===== src/rtl/sbdg_pkg.sv =====
// Package for the steered beamforming delay generator.
// Holds grid and scale constants, register codes, sideband type and window table.
// No dependencies.
`default_nettype none

package sbdg_pkg;

    // geometry in units of 2^-30 m
    localparam int PITCH_U     = 327277;
    localparam int PIXEL_U     = 214748;
    localparam int SAMPLE_U    = 20670;
    localparam int STEP_CENTER = 30;
    localparam int DELAY_SCALE = 26597403;
    localparam int DELAY_MAX   = 16777215;

    localparam int MAX_HALF_APERTURE = 32;
    localparam int WINDOW_SLOTS      = 65;

    // centre element: divide by twice the pitch through a reciprocal
    localparam longint CEN_DIV   = 2 * PITCH_U;
    localparam int     CEN_K     = 38;
    localparam longint CEN_RECIP = (64'd1 << CEN_K) / CEN_DIV;

    // aperture half-size: divide 5*r by 14 pitches
    localparam longint HALF_DIV   = 14 * PITCH_U;
    localparam int     HALF_K     = 29;
    localparam longint HALF_RECIP = (64'd1 << HALF_K) / HALF_DIV;
    localparam longint HALF_LIM   = (MAX_HALF_APERTURE + 1) * HALF_DIV;

    typedef enum logic [2:0] {
        CFG_TIME_OFFSET = 3'd0,
        CFG_SIN_ANGLE   = 3'd1,
        CFG_COS_ANGLE   = 3'd2,
        CFG_TAN_ANGLE   = 3'd3,
        CFG_SEC_ANGLE   = 3'd4,
        CFG_X_START     = 3'd5,
        CFG_Z_START     = 3'd6
    } t_cfg_idx;

    // fields that ride alongside the distance and root pipeline
    typedef struct packed {
        logic [5:0]         half;
        logic [15:0]        elem;
        logic [15:0]        weight;
        logic               slot_ok;
        logic signed [35:0] z;
        logic [3:0]         shift;
    } t_side;

    // Hamming weight for the rising half of the window, Q1.15
    function automatic logic [15:0] half_window(input logic [5:0] idx);
        logic [15:0] w;
        case (idx)
            6'd0:  w = 16'd2621;
            6'd1:  w = 16'd2694;
            6'd2:  w = 16'd2911;
            6'd3:  w = 16'd3270;
            6'd4:  w = 16'd3769;
            6'd5:  w = 16'd4401;
            6'd6:  w = 16'd5162;
            6'd7:  w = 16'd6043;
            6'd8:  w = 16'd7036;
            6'd9:  w = 16'd8132;
            6'd10: w = 16'd9320;
            6'd11: w = 16'd10589;
            6'd12: w = 16'd11926;
            6'd13: w = 16'd13319;
            6'd14: w = 16'd14754;
            6'd15: w = 16'd16217;
            6'd16: w = 16'd17695;
            6'd17: w = 16'd19172;
            6'd18: w = 16'd20635;
            6'd19: w = 16'd22070;
            6'd20: w = 16'd23463;
            6'd21: w = 16'd24800;
            6'd22: w = 16'd26069;
            6'd23: w = 16'd27257;
            6'd24: w = 16'd28353;
            6'd25: w = 16'd29347;
            6'd26: w = 16'd30228;
            6'd27: w = 16'd30988;
            6'd28: w = 16'd31621;
            6'd29: w = 16'd32119;
            6'd30: w = 16'd32478;
            6'd31: w = 16'd32695;
            6'd32: w = 16'd32768;
            default: w = 16'd0;
        endcase
        return w;
    endfunction

endpackage

`default_nettype wire


===== src/rtl/sbdg_delay.sv =====
// Delay stages: path length, scaling to Q17.7 samples with rounding,
// acquisition offset and saturation. Uses sbdg_pkg.
`default_nettype none

module sbdg_delay (
    input  wire                 i_clk,
    input  wire                 i_rst_n,
    input  wire                 i_en,
    input  wire                 i_vld,
    input  wire [31:0]          i_root,
    input  sbdg_pkg::t_side     i_side,
    input  wire signed [23:0]   i_toff,
    output logic                o_vld,
    output logic [23:0]         o_delay,
    output logic                o_clip,
    output sbdg_pkg::t_side     o_side
);

    localparam logic signed [69:0] RND = 70'sh80000000;

    logic [3:0] r_v;

    logic [41:0]        w_hyp;
    logic signed [43:0] r1_path;
    sbdg_pkg::t_side    r1_side;

    logic signed [46:0] r2_hh;
    logic [46:0]        r2_ll;
    sbdg_pkg::t_side    r2_side;

    logic signed [69:0] w_sum;
    logic signed [37:0] r3_d0;
    sbdg_pkg::t_side    r3_side;

    logic signed [38:0] w_d;
    logic [23:0]        n4_delay;
    logic               n4_clip;

    assign w_hyp = 42'(i_root) << i_side.shift;

    // path split in two halves to keep each product narrow
    assign w_sum = (70'(r2_hh) <<< 22) + 70'($signed({1'b0, r2_ll})) + RND;
    assign w_d   = 39'(r3_d0) + 39'(i_toff);

    always_comb begin
        if (w_d < 39'sd0) begin
            n4_delay = 24'd0;
            n4_clip  = 1'b1;
        end else if (w_d > 39'(sbdg_pkg::DELAY_MAX)) begin
            n4_delay = 24'(sbdg_pkg::DELAY_MAX);
            n4_clip  = 1'b1;
        end else begin
            n4_delay = w_d[23:0];
            n4_clip  = 1'b0;
        end
    end

    always_ff @(posedge i_clk) begin
        if (!i_rst_n) begin
            r_v <= '0;
        end else if (i_en) begin
            r_v <= {r_v[2:0], i_vld};
        end
    end

    always_ff @(posedge i_clk) begin
        if (i_en) begin
            r1_path <= 44'(i_side.z) + 44'($signed({1'b0, w_hyp}));
            r1_side <= i_side;

            r2_hh   <= 47'($signed(r1_path[43:22])) * 47'(sbdg_pkg::DELAY_SCALE);
            r2_ll   <= 47'(r1_path[21:0]) * 47'(sbdg_pkg::DELAY_SCALE);
            r2_side <= r1_side;

            r3_d0   <= $signed(w_sum[69:32]);
            r3_side <= r2_side;

            o_delay <= n4_delay;
            o_clip  <= n4_clip;
            o_side  <= r3_side;
        end
    end

    assign o_vld = r_v[3];

endmodule

`default_nettype wire

===== config.mk =====
export PLATFORM = sky130hd
export DESIGN_NAME = sbdg_delay
export DESIGN_NICKNAME = d
export VERILOG_FILES = /design/src/rtl/sbdg_pkg.sv /design/src/rtl/sbdg_delay.sv
export SDC_FILE = /design/constraint.sdc
export NUM_CORES = 2
export LEC_CHECK = 0
export ABC_CLOCK_PERIOD_IN_PS = 7850
export BUFFER_PORTS_ARGS = -buffer_cell sky130_fd_sc_hd__buf_2
export CORE_MARGIN = 2
export CORE_UTILIZATION = 63
export CTS_CLUSTER_SIZE = 28
export DETAILED_ROUTE_END_ITERATION = 8
export PLACE_DENSITY = 0.82
export SETUP_SLACK_MARGIN = 0.2
export SYNTH_ARGS = -nofsm -noshare
export SYNTH_HDL_FRONTEND = slang
export SYNTH_SLANG_ARGS = --single-unit

===== constraint.sdc =====
create_clock -name i_clk -period 7.85 [get_ports i_clk]
set_input_delay 0.785 -clock i_clk [delete_from_list [all_inputs] [get_ports i_clk]]
set_output_delay 0.785 -clock i_clk [all_outputs]
set_load 0.02 [all_outputs]

==> key figures <==
Global route
  • Number of global-route vias before repair: 25.80k
  • Largest net degree at the start of global routing: 182
  • Global-route usage over all layers: 26.37%
  • Total congestion overflow: 0
  • First-pass GRT wire length: 136800 microns
  • Initial antenna violation count: 1

Synth
  • Synth Area in Simple Gates: 5.355%
  • Post-Synthesis Cell Area: 40470 sq um
  • Synth Area in XOR/XNOR: 3.658%
  • Syn Area/Cell: 12.04 sq um
  • Synthesized flop and latch total: 499
  • Adder-Cell Fraction of Synth Area: 37.08%
  • Yosys cell types: 68
  • Area fraction in compound gates after synthesis: 8.880%
  • Yosys top cell area share: 36.73%
  • Synthesized instance count: 3360
  • Mux share of post-synthesis cell area: 1.818%
  • Ys Warns: 0
  • Cell taking the most area after synthesis: edfxtp_1
  • Mapped Nets: 4471
  • Number of flops mapped to enable cells by yosys: 495
  • Seq/Total Area, Yosys: 36.93%
  • Largest cells by area after synthesis: edfxtp_1 (37%), fa_1 (19%), ha_1 (18%)
  • Largest family of logic cells by synthesized area: adder cells
  • Ys flop type: edfxtp_1
  • Ys async rst share: 0%

Clock tree
  • H-tree lvl count: 2
  • TritonCTS buffer count: 52
  • Clock Sinks: 499
  • Post-CTS Setup Bufs: 0
  • Hold_buf cts: 0
  • CTS Buffer Depth: 3
  • Clk Latency, worst-skew pair: 620 ps
  • TritonCTS clock tree: yes
  • Root buffer cell: clkbuf_16
  • Worst-path clk slew: 60 ps

Timing
  • Endpoints failing setup: 0
  • Final slew viol count: 0
  • RSZ-0062 raised after global routing: no
  • Final Cycle Share: 91.23%
  • Hold_ws: 344.8 ps
  • Min Clock Period, post-route: 7161 ps
  • Worst-margin pin slew: 1052 ps
  • Final TNS setup: 0 ps
  • Clock skew: 36.16 ps
  • Maximum clock frequency: 0.1396 GHz
  • Fin. Hold Viols: 0
  • Relative slew slack: 29.88%

Outcome
  • Outcome: complete, no violations

Worst setup path
  • Startpoint Class: register
  • Worst EP required: 8210 ps
  • CP Capture Type: register
  • Worst setup path class: register to register
  • Worst Path Arrival: 7520 ps
  • Crit Path Max Fanout: 4

Job
  • MaxCap Viol Count: 0

Drt
  • Vias/cell: 5.627
  • Post-route ant nets: 0
  • Total wire length: 85820 microns
  • Post-DR wirelength/cell: 19.08 microns
  • Total iterations of the first detailed-routing run: 5
  • DRC errors left: 0
  • DR vias: 25.31k
  • DRT iter0 DRCs: 1727

Placed design
  • Placed Cells: 4406
  • IO buf count: 243
  • RePlAce Congestion: 0.9647
  • Dpl hpwl: 70210 microns

Finish
  • Syn-to-layout area delta: 9.745%
  • Multi-input logic area: 23000 sq um
  • FILL cells: 4453
  • Fraction of layout cells with a size suffix above 1: 10.85%
  • Final nets: 4725
  • Fin cells: 4498
  • Register area: 14940 sq um
  • Final Util: 70.15%

Die
  • Die height: 257.5 microns
  • Num rows: 92
  • Effective utilization at floorplan: 63.92%
  • Core footprint: 63310 sq um
  • Die area: 66280 sq um
  • Die width: 257.5 microns
  • IO Pins: 244

Min path
  • Hold crit path type: input port to register
==> worst paths after layout <==
| check | start | end | slack (ps) | depth (start not counted) |
|---|---|---|---|---|
| hold / removal | i_side[40] | r1_side[40] | 340 | 1 |
| hold reg to reg | r3_side[28] | o_side[28] | 390 | 0 |
| setup / recovery | r1_path[20] | r2_ll[46] | 690 | 26 |
| setup reg to reg | r1_path[20] | r2_ll[46] | 690 | 26 |
==> metal layers <==
layer / routed length, microns / vias to the layer above / GRT usage [%]
li1: - / 12100 / -
met1: 38050 / 12270 / 37.36
met2: 39760 / 815 / 42.69
met3: 5978 / 135 / 4.600
met4: 2026 / 0 / 6.423
met5: 0 / - / 0
==> logic make-up after synthesis <==
group,Yosys count
buffers and inverters,673
AND/OR/NAND/NOR,440
adder cells (fa/ha/maj),972
AO/OA/AOI/OAI,551
multiplexers,56
flip-flops,499
XOR/XNOR,169
==> state kept, by name, summed over array words and instances, names as in the netlist <==
name and cells:
o_side 79, r1_side 79, r2_side 79, r3_side 79, r2_hh 47, r1_path 44, r3_d0 38, r2_ll 25
o_delay 24, r_v 4, o_clip 1
==> worst max-delay path, stage by stage, from the launching register on <==
cell and delay (ps):
edfxtp_1 390, inv_1 160, ha_1 300, xor2_2 220, inv_1 130, ha_1 320, fa_1 530, inv_1 50
fa_1 520, inv_1 60, fa_1 500, fa_1 540, inv_1 60, fa_1 520, inv_1 40, ha_1 340
a21oi_1 200, o21ai_0 170, a2111oi_2 370, o2111ai_1 220, a311oi_1 320, o21ai_1 170, a21boi_1 200, a21oi_1 120
a21oi_1 230, o21bai_1 100, xnor2_1 120
==> through the flow <==
stage	cell area [sq um]	worst slack [ps]
after global placement	42660	352.5
after floorplan	40470	664.3
final	44410	688.6
after detailed placement	42660	295.7
after CTS	44400	282.1
after global routing	44410	216.0
==> layout by cell type, fill, tap and decap left out, drive strengths merged, types with 20 or more instances in the layout <==
cell type and n:
nand2b 20, xnor2 114, a21o 90, buf 258, nand3 38, o21a 29, mux2i 33, o21ai 99
a21oi 188, xor2 55, nor2 108, inv 617, and3 21, fa 379, nand4 33, nand2 112
nor3 32, a211oi 20, edfxtp 495, nor2b 26, clkbuf 60, ha 593
==> synth_stat cells, drive strengths merged (7+ instances only) <==
cell     count
edfxtp     495
nor2       108
clkbuf      47
ha         593
nand3       38
a31oi       15
inv        615
o21bai      19
a21o        90
a211o        8
nor3        32
and2        18
xor2        55
nand2b      20
fa         379
and3        21
buf         11
o22ai        7
mux2i       33
o211ai      17
xnor2      114
o31a         9
o31ai        7
o21ai       99
nand2      112
nand4       33
a21oi      188
or3          7
a2111oi      7
nor2b       26
mux2        10
mux4        13
a211oi      20
o21a        29
==> final cells by class <==
type                       count  area share [%]
sequential                   499           33.65
antenna                        1        0.005634
clock inverter                31          0.9156
clock buffer                  60           2.998
timing repair buffer         258           3.071
multi-input combinational   2188           51.78
tap                          846           2.383
inverter                     615           5.198
==> what timing repair did <==
action	in CTS	in global routing
endpoints found under the setup margin	0	8
gates resized for setup	0	5
endpoints found under the hold margin	0	0
Power is left out: the tool's default activity adds up to more than one toggle a clock period on the data nets, which glitch-free logic cannot reach.
